--- config.mk ---
export PLATFORM = sky130hd
export DESIGN_NAME = pid_ctrl
export DESIGN_NICKNAME = d
export VERILOG_FILES = /design/src/hw/rtl/pid_pkg.sv /design/src/hw/rtl/pid_ctrl.sv
export SDC_FILE = /design/constraint.sdc
export NUM_CORES = 1
export LEC_CHECK = 0
export BUFFER_PORTS_ARGS = -buffer_cell sky130_fd_sc_hd__buf_2
export CAP_MARGIN = 20
export CELL_PAD_IN_SITES_DETAIL_PLACEMENT = 1
export CELL_PAD_IN_SITES_GLOBAL_PLACEMENT = 2
export CORE_ASPECT_RATIO = 0.9
export CORE_UTILIZATION = 33
export CTS_CLUSTER_DIAMETER = 50
export CTS_CLUSTER_SIZE = 20
export DETAILED_ROUTE_END_ITERATION = 7
export GPL_TIMING_DRIVEN = 0
export HOLD_SLACK_MARGIN = 0.02
export PLACE_DENSITY_LB_ADDON = 0.1
export SLEW_MARGIN = 0
export SYNTH_ARGS = -nofsm -noshare
export SYNTH_HDL_FRONTEND = slang
export SYNTH_SLANG_ARGS = --single-unit
--- constraint.sdc ---
create_clock -name clk -period 5.6 [get_ports clk]
set_clock_uncertainty 0.1 [all_clocks]
set_input_delay 0.28 -clock clk [delete_from_list [all_inputs] [get_ports clk]]
set_output_delay 0.28 -clock clk [all_outputs]
set_load 0.05 [all_outputs]
--- src/hw/rtl/pid_pkg.sv ---
// Shared types, constants and the step program of the PID controller.
// Used by pid_div, pid_ctrl, pid_dp and the top level; depends on nothing.
package pid_pkg;

  localparam int DataW = 32;
  localparam int AccW  = 36;
  localparam int PcW   = 5;
  localparam int CfgIdxW = 4;

  // register indexes
  localparam logic [CfgIdxW-1:0] REG_KP   = 4'd0;
  localparam logic [CfgIdxW-1:0] REG_KI   = 4'd1;
  localparam logic [CfgIdxW-1:0] REG_KD   = 4'd2;
  localparam logic [CfgIdxW-1:0] REG_MODE = 4'd3;
  localparam logic [CfgIdxW-1:0] REG_DT   = 4'd4;
  localparam logic [CfgIdxW-1:0] REG_TAU  = 4'd5;
  localparam logic [CfgIdxW-1:0] REG_LO   = 4'd6;
  localparam logic [CfgIdxW-1:0] REG_HI   = 4'd7;

  // discretization codes
  localparam logic [2:0] MODE_PURE = 3'd0;
  localparam logic [2:0] MODE_FWD  = 3'd1;
  localparam logic [2:0] MODE_BWD  = 3'd2;
  localparam logic [2:0] MODE_TUST = 3'd3;

  localparam logic signed [DataW-1:0] S32_MAX = 32'sh7FFF_FFFF;
  localparam logic signed [DataW-1:0] S32_MIN = 32'sh8000_0000;
  localparam logic signed [DataW-1:0] Q_ONE   = 32'sh0001_0000;
  localparam logic signed [DataW-1:0] Q_TWO   = 32'sh0002_0000;

  typedef enum logic [4:0] {
    SRC_ZERO, SRC_REF, SRC_MEAS, SRC_ERR, SRC_ERR1, SRC_U1, SRC_DT, SRC_DTH,
    SRC_TAU, SRC_KP, SRC_KI, SRC_KD, SRC_KD2, SRC_BIGE, SRC_ONE, SRC_TWO,
    SRC_PROD, SRC_ACC, SRC_QUOT, SRC_DEN, SRC_DTT
  } src_t;

  typedef enum logic [1:0] {ACC_HOLD, ACC_LD, ACC_ADD, ACC_SUB} acc_op_t;
  typedef enum logic [1:0] {SUM_HOLD, SUM_CLR, SUM_ADD, SUM_SUB} sum_op_t;
  typedef enum logic [2:0] {DST_NONE, DST_ERR, DST_BIGE, DST_DEN, DST_DTT} dst_t;

  typedef struct packed {
    src_t    a_src;
    src_t    b_src;
    src_t    acc_src;
    acc_op_t acc_op;
    logic    mul_go;
    logic    div_go;
    sum_op_t sum_op;
    dst_t    dst;
    logic    done;
  } ucmd_t;

  typedef struct packed {
    logic  load_in;
    ucmd_t op;
  } dp_cmd_t;

  typedef struct packed {
    logic       div_done;
    logic [2:0] mode;
  } dp_stat_t;

  localparam ucmd_t UCMD_NOP = '{a_src: SRC_ZERO, b_src: SRC_ZERO, acc_src: SRC_ZERO,
                                 acc_op: ACC_HOLD, mul_go: 1'b0, div_go: 1'b0,
                                 sum_op: SUM_HOLD, dst: DST_NONE, done: 1'b0};

  function automatic logic signed [DataW-1:0] sat36(input logic signed [AccW-1:0] v);
    if ((v[AccW-1:DataW-1] == '0) || (v[AccW-1:DataW-1] == '1)) return v[DataW-1:0];
    return v[AccW-1] ? S32_MIN : S32_MAX;
  endfunction

  function automatic logic signed [DataW-1:0] sat48(input logic signed [47:0] v);
    if ((v[47:DataW-1] == '0) || (v[47:DataW-1] == '1)) return v[DataW-1:0];
    return v[47] ? S32_MIN : S32_MAX;
  endfunction

  // Step program: one command per step, selected by mode and step number.
  function automatic ucmd_t ucode(input logic [2:0] mode, input logic [PcW-1:0] pc);
    ucmd_t c;
    c = UCMD_NOP;
    case (pc)
      5'd0: begin c.acc_op = ACC_LD; c.acc_src = SRC_REF; end
      5'd1: begin c.acc_op = ACC_SUB; c.acc_src = SRC_MEAS; end
      5'd2: begin c.dst = DST_ERR; c.sum_op = SUM_CLR; end
      default: begin
        case (mode)
          MODE_PURE: begin
            case (pc)
              5'd3: begin
                c.acc_op = ACC_LD; c.acc_src = SRC_ERR;
                c.mul_go = 1'b1; c.a_src = SRC_KP; c.b_src = SRC_ERR;
              end
              5'd4: begin c.acc_op = ACC_ADD; c.acc_src = SRC_ERR1; c.sum_op = SUM_ADD; end
              5'd5: begin c.dst = DST_BIGE; c.acc_op = ACC_LD; c.acc_src = SRC_ERR; end
              5'd6: begin
                c.acc_op = ACC_SUB; c.acc_src = SRC_ERR1;
                c.mul_go = 1'b1; c.a_src = SRC_KI; c.b_src = SRC_BIGE;
              end
              5'd7: begin
                c.mul_go = 1'b1; c.a_src = SRC_KD; c.b_src = SRC_ACC; c.sum_op = SUM_ADD;
              end
              5'd8: c.sum_op = SUM_ADD;
              default: c.done = 1'b1;
            endcase
          end
          MODE_FWD: begin
            case (pc)
              5'd3: begin c.mul_go = 1'b1; c.a_src = SRC_DT; c.b_src = SRC_ERR1; end
              5'd4: begin
                c.acc_op = ACC_LD; c.acc_src = SRC_PROD;
                c.mul_go = 1'b1; c.a_src = SRC_DT; c.b_src = SRC_TAU;
              end
              5'd5: begin c.acc_op = ACC_ADD; c.acc_src = SRC_U1; end
              5'd6: begin c.dst = DST_BIGE; c.acc_op = ACC_LD; c.acc_src = SRC_PROD; end
              5'd7: begin c.acc_op = ACC_SUB; c.acc_src = SRC_ONE; end
              5'd8: begin c.mul_go = 1'b1; c.a_src = SRC_ACC; c.b_src = SRC_U1; end
              5'd9: begin c.acc_op = ACC_LD; c.acc_src = SRC_ZERO; end
              5'd10: begin
                c.acc_op = ACC_SUB; c.acc_src = SRC_PROD;
                c.mul_go = 1'b1; c.a_src = SRC_TAU; c.b_src = SRC_ERR;
              end
              5'd11: begin
                c.acc_op = ACC_ADD; c.acc_src = SRC_PROD;
                c.mul_go = 1'b1; c.a_src = SRC_TAU; c.b_src = SRC_ERR1;
              end
              5'd12: begin c.acc_op = ACC_SUB; c.acc_src = SRC_PROD; end
              5'd13: begin c.mul_go = 1'b1; c.a_src = SRC_KD; c.b_src = SRC_ACC; end
              5'd14: begin
                c.sum_op = SUM_ADD; c.mul_go = 1'b1; c.a_src = SRC_KP; c.b_src = SRC_ERR;
              end
              5'd15: begin
                c.sum_op = SUM_ADD; c.mul_go = 1'b1; c.a_src = SRC_KI; c.b_src = SRC_BIGE;
              end
              5'd16: c.sum_op = SUM_ADD;
              default: c.done = 1'b1;
            endcase
          end
          MODE_BWD: begin
            case (pc)
              5'd3: begin c.mul_go = 1'b1; c.a_src = SRC_DT; c.b_src = SRC_ERR; end
              5'd4: begin
                c.acc_op = ACC_LD; c.acc_src = SRC_PROD;
                c.mul_go = 1'b1; c.a_src = SRC_DT; c.b_src = SRC_TAU;
              end
              5'd5: begin c.acc_op = ACC_ADD; c.acc_src = SRC_U1; end
              5'd6: begin c.dst = DST_BIGE; c.acc_op = ACC_LD; c.acc_src = SRC_PROD; end
              5'd7: begin c.acc_op = ACC_ADD; c.acc_src = SRC_ONE; end
              5'd8: begin c.div_go = 1'b1; c.a_src = SRC_KD; c.b_src = SRC_ACC; end
              5'd9: begin c.mul_go = 1'b1; c.a_src = SRC_TAU; c.b_src = SRC_ERR; end
              5'd10: begin
                c.acc_op = ACC_LD; c.acc_src = SRC_PROD;
                c.mul_go = 1'b1; c.a_src = SRC_TAU; c.b_src = SRC_ERR1;
              end
              5'd11: begin c.acc_op = ACC_SUB; c.acc_src = SRC_PROD; end
              5'd12: begin c.acc_op = ACC_ADD; c.acc_src = SRC_U1; end
              5'd13: begin c.mul_go = 1'b1; c.a_src = SRC_QUOT; c.b_src = SRC_ACC; end
              5'd14: begin
                c.sum_op = SUM_ADD; c.mul_go = 1'b1; c.a_src = SRC_KP; c.b_src = SRC_ERR;
              end
              5'd15: begin
                c.sum_op = SUM_ADD; c.mul_go = 1'b1; c.a_src = SRC_KI; c.b_src = SRC_BIGE;
              end
              5'd16: c.sum_op = SUM_ADD;
              default: c.done = 1'b1;
            endcase
          end
          MODE_TUST: begin
            case (pc)
              5'd3: begin c.acc_op = ACC_LD; c.acc_src = SRC_ERR; end
              5'd4: begin c.acc_op = ACC_ADD; c.acc_src = SRC_ERR1; end
              5'd5: begin c.mul_go = 1'b1; c.a_src = SRC_DTH; c.b_src = SRC_ACC; end
              5'd6: begin
                c.acc_op = ACC_LD; c.acc_src = SRC_PROD;
                c.mul_go = 1'b1; c.a_src = SRC_DT; c.b_src = SRC_TAU;
              end
              5'd7: begin c.acc_op = ACC_ADD; c.acc_src = SRC_U1; end
              5'd8: begin c.dst = DST_BIGE; c.acc_op = ACC_LD; c.acc_src = SRC_PROD; end
              5'd9: begin c.dst = DST_DTT; c.acc_op = ACC_ADD; c.acc_src = SRC_TWO; end
              5'd10: begin
                c.dst = DST_DEN; c.mul_go = 1'b1; c.a_src = SRC_KD2; c.b_src = SRC_TAU;
              end
              5'd11: begin c.div_go = 1'b1; c.a_src = SRC_PROD; c.b_src = SRC_DEN; end
              5'd12: begin c.acc_op = ACC_LD; c.acc_src = SRC_ERR; end
              5'd13: begin c.acc_op = ACC_SUB; c.acc_src = SRC_ERR1; end
              5'd14: begin
                c.mul_go = 1'b1; c.a_src = SRC_QUOT; c.b_src = SRC_ACC;
                c.acc_op = ACC_LD; c.acc_src = SRC_DTT;
              end
              5'd15: begin c.sum_op = SUM_ADD; c.acc_op = ACC_SUB; c.acc_src = SRC_TWO; end
              5'd16: begin c.div_go = 1'b1; c.a_src = SRC_ACC; c.b_src = SRC_DEN; end
              5'd17: begin c.mul_go = 1'b1; c.a_src = SRC_QUOT; c.b_src = SRC_U1; end
              5'd18: begin
                c.sum_op = SUM_SUB; c.mul_go = 1'b1; c.a_src = SRC_KP; c.b_src = SRC_ERR;
              end
              5'd19: begin
                c.sum_op = SUM_ADD; c.mul_go = 1'b1; c.a_src = SRC_KI; c.b_src = SRC_BIGE;
              end
              5'd20: c.sum_op = SUM_ADD;
              default: c.done = 1'b1;
            endcase
          end
          default: c.done = 1'b1;  // zero drive: the sum was cleared
        endcase
      end
    endcase
    return c;
  endfunction

endpackage

--- src/hw/rtl/pid_ctrl.sv ---
// Sequencer of the PID controller: steps the program, waits on the divider,
// and owns the input and result handshakes. Uses pid_pkg.
module pid_ctrl (
  input  logic              clk,
  input  logic              rst_n,
  input  logic              in_valid,
  output logic              in_stall,
  output logic              out_valid,
  input  logic              out_stall,
  input  pid_pkg::dp_stat_t stat,
  output pid_pkg::dp_cmd_t  cmd
);
  import pid_pkg::*;

  typedef enum logic [2:0] {
    S_IDLE = 3'b001,
    S_RUN  = 3'b010,
    S_DIV  = 3'b100
  } state_t;

  state_t         state_r, state_nxt;
  logic [PcW-1:0] pc_r, pc_nxt;
  logic           out_valid_r, out_valid_nxt;
  ucmd_t          step;
  logic           slot_free, commit;

  assign step      = ucode(stat.mode, pc_r);
  assign slot_free = !out_valid_r || !out_stall;
  assign in_stall  = (state_r != S_IDLE);
  assign out_valid = out_valid_r;

  always_comb begin
    state_nxt   = state_r;
    pc_nxt      = pc_r;
    cmd.load_in = 1'b0;
    cmd.op      = UCMD_NOP;
    commit      = 1'b0;
    case (state_r)
      S_IDLE: begin
        if (in_valid) begin
          cmd.load_in = 1'b1;
          pc_nxt      = '0;
          state_nxt   = S_RUN;
        end
      end
      S_RUN: begin
        if (step.done) begin
          // hold until the result register can take the new drive
          if (slot_free) begin
            cmd.op    = step;
            commit    = 1'b1;
            state_nxt = S_IDLE;
          end
        end else begin
          cmd.op = step;
          if (step.div_go) state_nxt = S_DIV;
          else pc_nxt = pc_r + 5'd1;
        end
      end
      S_DIV: begin
        if (stat.div_done) begin
          pc_nxt    = pc_r + 5'd1;
          state_nxt = S_RUN;
        end
      end
      default: state_nxt = S_IDLE;
    endcase
  end

  assign out_valid_nxt = commit || (out_valid_r && out_stall);

  always_ff @(posedge clk) begin
    if (!rst_n) begin
      state_r     <= S_IDLE;
      pc_r        <= '0;
      out_valid_r <= 1'b0;
    end else begin
      state_r     <= state_nxt;
      pc_r        <= pc_nxt;
      out_valid_r <= out_valid_nxt;
    end
  end

endmodule

After elaboration in Yosys (flattened, before gate mapping)
Index checks and enable logic that the tools add are counted.
- register bits after elaboration: 9
- logic and storage cells: 119
- $add $sub $neg: 1
- eq/ne operators: 33
- muxes and demuxes: 51
- reductions and logical operators: 31
- operator list (operator ; number):
    10-bit one-hot mux with 8 select lines ; 2
    10-bit one-hot mux with 9 select lines ; 1
    25-bit 2-to-1 mux ; 3
    18-bit one-hot mux with 4 select lines ; 1
    7-bit one-hot mux with 8 select lines ; 1
    5-bit one-hot mux with 3 select lines ; 3
    7-bit one-hot mux with 6 select lines ; 1
    5-bit by 4-bit equality test with 1-bit output, second input constant ; 8
    7-bit one-hot mux with 4 select lines ; 1
    9-bit one-hot mux with 3 select lines ; 1
    5-bit equality test, second input constant ; 5
    7-bit one-hot mux with 3 select lines ; 1
    5-bit by 3-bit equality test with 1-bit output, second input constant ; 4
    5-bit 2-to-1 mux ; 4
    3-bit one-hot mux with 3 select lines ; 2
    18-bit OR reduction ; 1
    2-bit OR reduction ; 9
    3-bit OR reduction ; 6
    1-bit 2-to-1 mux ; 15
    3-bit 2-to-1 mux ; 5
    14-bit OR reduction ; 1
    7-bit OR reduction ; 2
    5-bit by 2-bit equality test with 1-bit output, second input constant ; 2
    10-bit 2-to-1 mux ; 1
    23 further kinds ; 36

Depth between registers and ports, before layout
Gate-level depths: netlist (run 1).
- depth after elaboration: 8
- mapped depth: 15

Worst setup path before layout (run 1)
No wires, ideal clock.
- path kind: reg-to-output
- start point: reg pc_r[3]
- end point: out cmd[5] in the netlist's numbering
- arrival: 4257 ps
- buffers on the path: 6
- data required time: 5220 ps
- setup slack: 963 ps
- cell stages (with the launch flop): 15
- cell sequence: dfxtp_1 -> buf_2 -> buf_2 -> buf_2 -> clkbuf_1 -> clkbuf_1 -> and3_1 -> ha_1 -> inv_1 -> o221a_2 -> o2111ai_1 -> and3_1 -> buf_4 -> o31ai_2 -> nor4b_1
- RTL lines (what ; RTL line ; text):
    from (decl) ; pid_ctrl.sv:22 ; logic [PcW-1:0] pc_r, pc_nxt;
    from (signal assigned) ; pid_ctrl.sv:79 ; pc_r <= pc_nxt;
    to (decl) ; pid_ctrl.sv:11 ; output pid_pkg::dp_cmd_t cmd

==> results.cfg, run 1 <==
[synth]
syn_inst = 373
ys_warn_count = 0
synth.most_common_cell = nor2_1
syn_area_per_cell_um2 = 6.23
synth_async_sr_flop_share_pct = 0
synth_compound_area_share_pct = 39.8
syn-num-nets = 386
synth_cell_types = 64
synth_top_family_by_area = compound AO/OA/AOI/OAI gates
yosys.area.top_type = dfxtp_1
ys_seq_area_share_pct = 7.75
syn-cell-area_um2 = 2320
synth_top_area_share_pct = 7.75
synth_common_cells = nor2_1, a21oi_1, nand2_1
synth.ff_latch_count = 9
synth-edff-count = 0
synth_xor_area_share_pct = 0.377
synthFlopType = dfxtp_1
synth_area_leaders = dfxtp_1, nor2_1, a21oi_1
synthMuxAreaShare_pct = 1.72
yosys.area_share.simple_pct = 39.7
synthAdderAreaFrac_pct = 2.69

[clocking]
postCtsSetupRepairBufs = 0
hold_buffers = 0
clk_latency_ns = 0.24
cts-root-buf = clkbuf_8
clkSinkCount = 9
cts_tree = done
cts_resized = 0
clk_pin_slew_ns = 0.05
cts_made_buffers = 3
clk_path_buf_depth = 2
htreeDepth = 1

[timing]
worst_pin_slew_ns = 0.958
relSlewSlack_pct = 35.6
max_freq_mhz = 196
min_period_over_period_pct = 91.1
finalSetupViolations = 0
rsz0062_at_grt = false
hold_violations = 0
drv_slew = 0
min_period_ns = 5.10
fin_tns_setup_ns = 0

[placed_design]
dp_hpwl_um = 9180
place.gp.congestion = 0.934
io_buffers = 35
placed_cell_area_um2 = 2610

[global_route]
grt_usage_pct = 33.2
grt_pass1_vias = 3201
gr-total-overflow = 0
grt_max_degree = 11
grt_pass1_wl_um = 18800
antenna_found_initial = 0

[setup_path]
end_kind = output port
worstPathMaxFanout = 10
required_ns = 5.22
critical_path_class = reg2out
crit_arrival_ns = 4.72
critPathLaunchType = flip-flop

[final_layout]
drive_above_1_share_pct = 16.7
design_area_um2 = 2660
multi_input_area_um2 = 1960
final_nets = 426
register_area_um2 = 180
syn_to_final_growth_pct = 14.3
diodes = 0
fill_cells = 910

[power_and_ir_drop]
pwr_density_cell_nw_per_um2 = 95.1
vdd.ir_drop.worst_mv = 0.0853
total_power_uw = 253
p_leak_uw = 0.000953

[die]
io_pins = 36
die_x_um = 90.5
die_h_um = 81.6
rows = 28
initial_core_util_pct = 34.7
core_um2 = 6690
die-area_um2 = 7380

[min_path]
hold_path.class = in2reg

[routing]
post_drt_wl_per_cell_um = 23.4
drt-initial-drc-count = 416
wirelength_um = 11700
dr.pass1.iters = 5
ant_nets = 0
drc = 0
num_vias = 3239
vias_per_cell = 6.45

[run]
max_cap_viol_count = 0

[outcome]
status = complete, no violations
cells in the final DEF, fill, tap and decap left out, drive strengths merged, types with 3 or more instances in the layout:
cell / netlist / final
dfxtp: 9 / 9
or3: 4 / 4
a221oi: 3 / 3
o31ai: 4 / 4
o211ai: 8 / 8
o21ai: 27 / 27
o22ai: 4 / 4
clkbuf: 16 / 20
buf: 15 / 50
and3: 7 / 7
nor2b: 10 / 10
and2: 4 / 4
mux2i: 4 / 4
a211oi: 12 / 12
nand3b: 8 / 8
nor3: 10 / 10
a21oi: 33 / 33
ha: 5 / 5
nor2: 45 / 45
a21o: 4 / 4
nand2b: 10 / 10
o221ai: 3 / 3
inv: 11 / 11
a2111oi: 3 / 3
a22oi: 3 / 3
nand2: 33 / 33
o21a: 4 / 4
nand3: 16 / 16
a31oi: 9 / 9
or2: 9 / 9
nor4: 5 / 5
or3b: 4 / 4
kinds of logic after synthesis:
logic type | count (synthesis)
AOI/OAI and AO/OA | 136
xor gates and xnor gates | 1
adders and majority gates | 5
buffers and inverters | 42
DFF | 9
muxes | 4
and+or+nand+nor | 176
area by class of cell:
cell class	count	area share, %
plain buffers	31	5.41
inverters	11	1.55
flip-flops and latches	9	6.78
repair buffers	35	6.59
clock buffers	4	1.69
multi-input cells	322	73.7
well taps	90	4.24
worst max-delay path, cell delays in order, from the launching register on:
cell and delay [ns]:
dfxtp_1 0.39, buf_2 0.25, buf_2 0.26, buf_2 0.29, clkbuf_1 0.50, clkbuf_1 0.47
and3_1 0.24, ha_1 0.26, inv_1 0.21, o221a_2 0.22, o2111ai_1 0.16, and3_1 0.19
buf_4 0.17, o311ai_4 0.15, buf_6 0.22, a31oi_1 0.17, buf_2 0.29
routing by layer:
| layer | global-route usage [%] | wire (µm) | up-vias |
|---|---|---|---|
| met5 | 0 | 0 | - |
| met2 | 49.2 | 4860 | 184 |
| li1 | - | - | 1476 |
| met4 | 11.1 | 358 | 0 |
| met3 | 9.81 | 1280 | 32 |
| met1 | 45.5 | 5240 | 1547 |
state kept, by name, indices dropped and copies added, names as in the netlist:
name	cells
pc_r	5
state_r	3
out_valid	1
worst paths after layout:
check | end | slack (ns) | start | cells past startpoint
worst min register to register | pc_r[1] | 0.44 | pc_r[1] | 2
worst min-delay path | state_r[0] | 0.22 | rst_n | 2
worst max-delay path | cmd[15] | 0.50 | pc_r[3] | 16
worst max register to register | state_r[1] | 1.46 | pc_r[3] | 14
power breakdown:
part,switching (µW),total (µW),leakage [µW],internal [µW]
clock,29.7,79.7,0.0000228,50.0
combinational,74.5,104,0.000857,29.2
sequential,2.99,69.2,0.0000731,66.3
metrics by stage:
step | utilization (%) | cells | hold WS [ns] | setup WS, ns
3_5_place_dp | 39.0 | 498 | 0.428 | 0.957
6_report | 39.7 | 502 | 0.218 | 0.497
4_1_cts | 39.7 | 502 | 0.208 | 0.669
5_1_grt | 39.7 | 502 | 0.238 | 0.336
2_1_floorplan | - | 373 | 0.256 | 0.963
3_3_place_gp | 39.0 | 498 | 0.422 | 0.923
Note: power is estimated with default switching activity, not from simulation.
==> run 2, diff against run 1 <==
--- a/config.mk
+++ b/config.mk
@@ -16,7 +16,7 @@
 export DETAILED_ROUTE_END_ITERATION = 7
 export GPL_TIMING_DRIVEN = 0
 export HOLD_SLACK_MARGIN = 0.02
-export PLACE_DENSITY_LB_ADDON = 0.1
+export PLACE_DENSITY = 0.87
 export SLEW_MARGIN = 0
 export SYNTH_ARGS = -nofsm -noshare
 export SYNTH_HDL_FRONTEND = slang
==> run 2 against run 1 <==
Register-to-register slack worse by 0.09 ns. Global-route usage down 0.56 points. Combinational power about the same. Worst hold slack worse by 0.032 ns. Die area unchanged. Clock power about the same. Final cell count unchanged. Routed wire length down 0.20%. Via count up 0.59%. Worst setup slack worse by 0.10 ns. Fmax down 1.9%. Largest power group unchanged.
==> results.cfg, run 2 (synthesis gave the netlist of run 1 again) <==
[power_and_ir_drop]
power_frac_comb_pct = 40.9
netSwitchingFraction_pct = 42.4
power_switching_uw = 107
p_leak_uw = 0.000953
p_seq_share_pct = 27.5
intPower_uw = 146
vdd.ir_drop.worst_mv = 0.111
pwr_density_cell_nw_per_um2 = 95.1
clkPwrFrac_pct = 31.6

[clocking]
clk_pin_slew_ns = 0.05
clk_latency_ns = 0.24
clkSinkCount = 9
clk_path_buf_depth = 2
cts_made_buffers = 3
cts-root-buf = clkbuf_8
hold_buffers = 0
cts_tree = done
postCtsSetupRepairBufs = 0
htreeDepth = 1
cts_resized = 0

[setup_path]
crit_arrival_ns = 4.82
worstPathMaxFanout = 10
critical_path_class = reg2out
rr_startpoint = pc_r[3]
critPathLaunchType = flip-flop
crit_chain = buf_2 > buf_2 > buf_2 > clkbuf_1 > clkbuf_1 > and3_1 > ha_1 > inv_1 > o221a_2 > o2111ai_1 > and3_1 > buf_4 > o311ai_4 > buf_6 > a31oi_1 > buf_2
required_ns = 5.22
reg2reg_slack_ns = 1.37
slowest_delay_ns = 0.50
reg2reg_depth = 14
cpMaxStageDelayCell = clkbuf_1
worst_path_most_repeated_cell = buf_2
end_kind = output port
rr_endpoint = state_r[1]

[routing]
wirelength_um = 11700
drc = 0
dr.pass1.iters = 5
num_vias = 3258
post_drt_wl_per_cell_um = 23.3
drt-initial-drc-count = 378
vias_per_cell = 6.49
ant_nets = 0

[global_route]
grt_pass1_wl_um = 18300
grt_max_degree = 11
grt_usage_pct = 32.6
antenna_found_initial = 0
met3_usage_pct = 6.30
met2_usage_pct = 53.3
grt_pass1_vias = 3173
gr-total-overflow = 0
grt.busiest_layer = met2
grtUsageMet1_pct = 42.3

[final_layout]
drive_above_1_share_pct = 16.7
design_area_um2 = 2660
regMostFlops = pc_r
stdcell_count = 502
final_util_pct = 39.7
diodes = 0
mostFrequentLayoutCells = nor2_1, buf_2, nand2_1, a21oi_1, o21ai_0
syn_to_final_growth_pct = 14.3
final_nets = 426
largest_reg_flops = 5

[timing]
min_period_ns = 5.20
relSlewSlack_pct = 38.0
rsz0062_at_grt = false
drv_slew = 0
hold_violations = 0
max_freq_mhz = 192
worst_pin_slew_ns = 0.923
finalSetupViolations = 0
min_period_over_period_pct = 92.9
fin_tns_setup_ns = 0

[min_path]
hold_path.class = in2reg
whs_endpoint = state_r[0]
whs_path_depth = 2
holdCritStartpoint = rst_n

[die]
die-area_um2 = 7380
io_pins = 36
die_h_um = 81.6
die_x_um = 90.5
initial_core_util_pct = 34.7
core_um2 = 6690
rows = 28

[run]
max_cap_viol_count = 0

[placed_design]
placed_cell_area_um2 = 2610
place.gp.congestion = 0.981
io_buffers = 35
dp_hpwl_um = 9020
placed_cells = 498

[outcome]
status = complete, no violations
run 2: cell counts in the layout (fill, tap and decap cells not counted):
Identical to the previous run, type by type.
run 2: critical path: cells and delay by family, from the launching register on:
| kind | cells | cell delay (ns) |
|---|---|---|
| AND/OR/NAND/NOR | 2 | 0.46 |
| buffers and inverters | 9 | 2.77 |
| AO/OA/AOI/OAI | 4 | 0.72 |
| adder cells (fa/ha/maj) | 1 | 0.24 |
| flip-flops | 1 | 0.38 |
run 2: worst max path at each step:
stage	startpoint	to
6_report	pc_r[3]	cmd[18]
5_1_grt	pc_r[3]	cmd[12]
4_1_cts	pc_r[3]	cmd[18]
3_5_place_dp	pc_r[3]	cmd[18]
3_3_place_gp	pc_r[3]	cmd[18]
2_1_floorplan	pc_r[3]	cmd[5]
run 2: area by class of cell:
type | instances | area [µm²]
buffer | 31 | 144
clock buffer | 4 | 45.0
inverter | 11 | 41.3
sequential | 9 | 180
multi-input combinational | 322 | 1960
tap | 90 | 113
timing repair buffer | 35 | 175
fill | 929 | 4030
run 2: power groups by stage:
| stage | sequential (µW) | combinational [µW] | clock, µW |
|---|---|---|---|
| after floorplan | 69.7 | 69.1 | 0 |
| after global placement | 70.3 | 99.7 | 0 |
| after global routing | 69.8 | 111 | 86.7 |
| after CTS | 69.4 | 101 | 82.7 |
| final | 69.5 | 103 | 79.9 |
| after detailed placement | 70.7 | 100 | 0 |
run 2: per-stage QoR:
stage	hold WS, ns	setup slack [ns]	total power, µW
detailed placement	0.426	0.815	171
finish	0.186	0.397	253
floorplan	0.256	0.963	139
global placement	0.417	0.778	170
global route	0.216	0.157	267
CTS	0.183	0.532	253
run 2: routing by layer:
metal / vias up / routed length (µm)
li1: 1475 / -
met1: 1544 / 4970
met2: 197 / 5150
met3: 42 / 1130
met4: 0 / 455
met5: - / 0
==> run 3, diff against run 2 <==
--- a/config.mk
+++ b/config.mk
@@ -7,16 +7,14 @@
 export LEC_CHECK = 0
 export BUFFER_PORTS_ARGS = -buffer_cell sky130_fd_sc_hd__buf_2
 export CAP_MARGIN = 20
-export CELL_PAD_IN_SITES_DETAIL_PLACEMENT = 1
-export CELL_PAD_IN_SITES_GLOBAL_PLACEMENT = 2
 export CORE_ASPECT_RATIO = 0.9
-export CORE_UTILIZATION = 33
+export CORE_UTILIZATION = 50
 export CTS_CLUSTER_DIAMETER = 50
 export CTS_CLUSTER_SIZE = 20
 export DETAILED_ROUTE_END_ITERATION = 7
 export GPL_TIMING_DRIVEN = 0
 export HOLD_SLACK_MARGIN = 0.02
-export PLACE_DENSITY = 0.87
+export PLACE_DENSITY = 0.73
 export SLEW_MARGIN = 0
 export SYNTH_ARGS = -nofsm -noshare
 export SYNTH_HDL_FRONTEND = slang
==> run 3 against run 2 <==
Flip-flop and latch count is the same. Power shrank 0.78%. Core utilization grew 19 points. Global-route usage up 10 points. Die area shrank 33%. Sequential power hardly changed. Combinational power is essentially flat. Sequential share of layout area is 0.091 points higher. Non-clock buffer count is the same. Clock power is essentially flat. First-iteration DRC count increased by 66%. Worst hold slack better by 0.014 ns.
==> results.cfg, run 3 (synthesis gave the netlist of run 1 again) <==
[clocking]
cts_tree = done
cts_resized = 0
hold_buffers = 0
clk_latency_ns = 0.24
cts-root-buf = clkbuf_8
clkSinkCount = 9
cts_made_buffers = 3
clk_path_buf_depth = 2
postCtsSetupRepairBufs = 0
clk_pin_slew_ns = 0.05
htreeDepth = 1

[final_layout]
final_util_pct = 58.8
diodes = 0
drive_above_1_share_pct = 16.7
mostFrequentLayoutCells = nor2_1, buf_2, nand2_1, a21oi_1, o21ai_0
largest_reg_flops = 5
syn_to_final_growth_pct = 12.8
regMostFlops = pc_r
final_nets = 426

[routing]
ant_nets = 0
post_drt_wl_per_cell_um = 22.4
drc = 0
drt-initial-drc-count = 627
wirelength_um = 10600
vias_per_cell = 7.28
dr.pass1.iters = 7
num_vias = 3450

[setup_path]
end_kind = output port
crit_arrival_ns = 4.81
critical_path_class = reg2out
required_ns = 5.22
worstPathMaxFanout = 10
critPathLaunchType = flip-flop

[timing]
hold_violations = 0
fin_tns_setup_ns = 0
max_freq_mhz = 193
relSlewSlack_pct = 33.1
min_period_over_period_pct = 92.6
worst_pin_slew_ns = 0.995
drv_slew = 0
finalSetupViolations = 0
timing.final.ws_setup_ns = 0.414
rsz0062_at_grt = false
min_period_ns = 5.19

[global_route]
antenna_found_initial = 0
gr-total-overflow = 0
grt_max_degree = 11
grt_pass1_wl_um = 15700
grt_usage_pct = 43.0
grt_pass1_vias = 2923

[die]
rows = 23
die-area_um2 = 4930
die_h_um = 66.7
initial_core_util_pct = 52.1
core_um2 = 4460
die_x_um = 73.9
io_pins = 36

[placed_design]
dp_slack_ns = 0.951
io_buffers = 35
place.gp.congestion = 1.06
dp_hpwl_um = 7790

[power_and_ir_drop]
vdd.ir_drop.worst_mv = 0.144
pwr_density_cell_nw_per_um2 = 95.7
p_leak_uw = 0.000953

[min_path]
hold_path.class = in2reg

[run]
max_cap_viol_count = 0

[outcome]
status = complete, no violations
run 3: layout make-up:
type                    count  area, µm²
inverters                  11       41.3
clock buffers               4       45.0
multi-input cells         322       1960
flip-flops and latches      9        180
well taps                  62       77.6
repair buffers             35        175
fillers                   474       1840
plain buffers              31        144
run 3: path summary, 6_finish.rpt:
path         depth (start not counted)  slack (ns)  startpoint          to
max reg2reg                         14        1.36     pc_r[3]     pc_r[3]
max                                 16        0.41     pc_r[3]     cmd[15]
min                                  2        0.20       rst_n  state_r[0]
min reg2reg                          2        0.45     pc_r[0]     pc_r[0]
run 3: power breakdown:
part	leakage, µW	switching (µW)	internal [µW]
Sequential	0.0000731	3.13	66.3
Combinational	0.000857	72.6	29.3
Clock	0.0000228	29.7	50.0
run 3: critical path, stage by stage, from the launching register on:
cell       delay (ns)
dfxtp_1          0.39
buf_2            0.24
buf_2            0.29
buf_2            0.34
clkbuf_1         0.49
clkbuf_1         0.49
and3_1           0.24
ha_1             0.23
inv_1            0.23
o221a_2          0.23
o2111ai_1        0.15
and3_1           0.20
buf_4            0.17
o311ai_4         0.15
buf_6            0.22
a31oi_1          0.20
buf_2            0.30
run 3: metrics by stage:
step           std cells  hold WS [ns]  total power (µW)  area, µm²
6_report             474         0.200               251       2620
5_1_grt              474         0.215               257       2620
4_1_cts              474         0.202               245       2620
3_5_place_dp         470         0.433               167       2580
3_3_place_gp         470         0.409               165       2580
2_1_floorplan        373         0.256               139       2320
run 3: metal layers:
| metal | GRT usage [%] | up-vias | share of wire [%] |
|---|---|---|---|
| met3 | 12.1 | 75 | 16 |
| met2 | 63.3 | 361 | 41 |
| met1 | 57.0 | 1537 | 36 |
| met5 | 0 | - | 0 |
| li1 | - | 1477 | - |
| met4 | 20.9 | 0 | 6.0 |
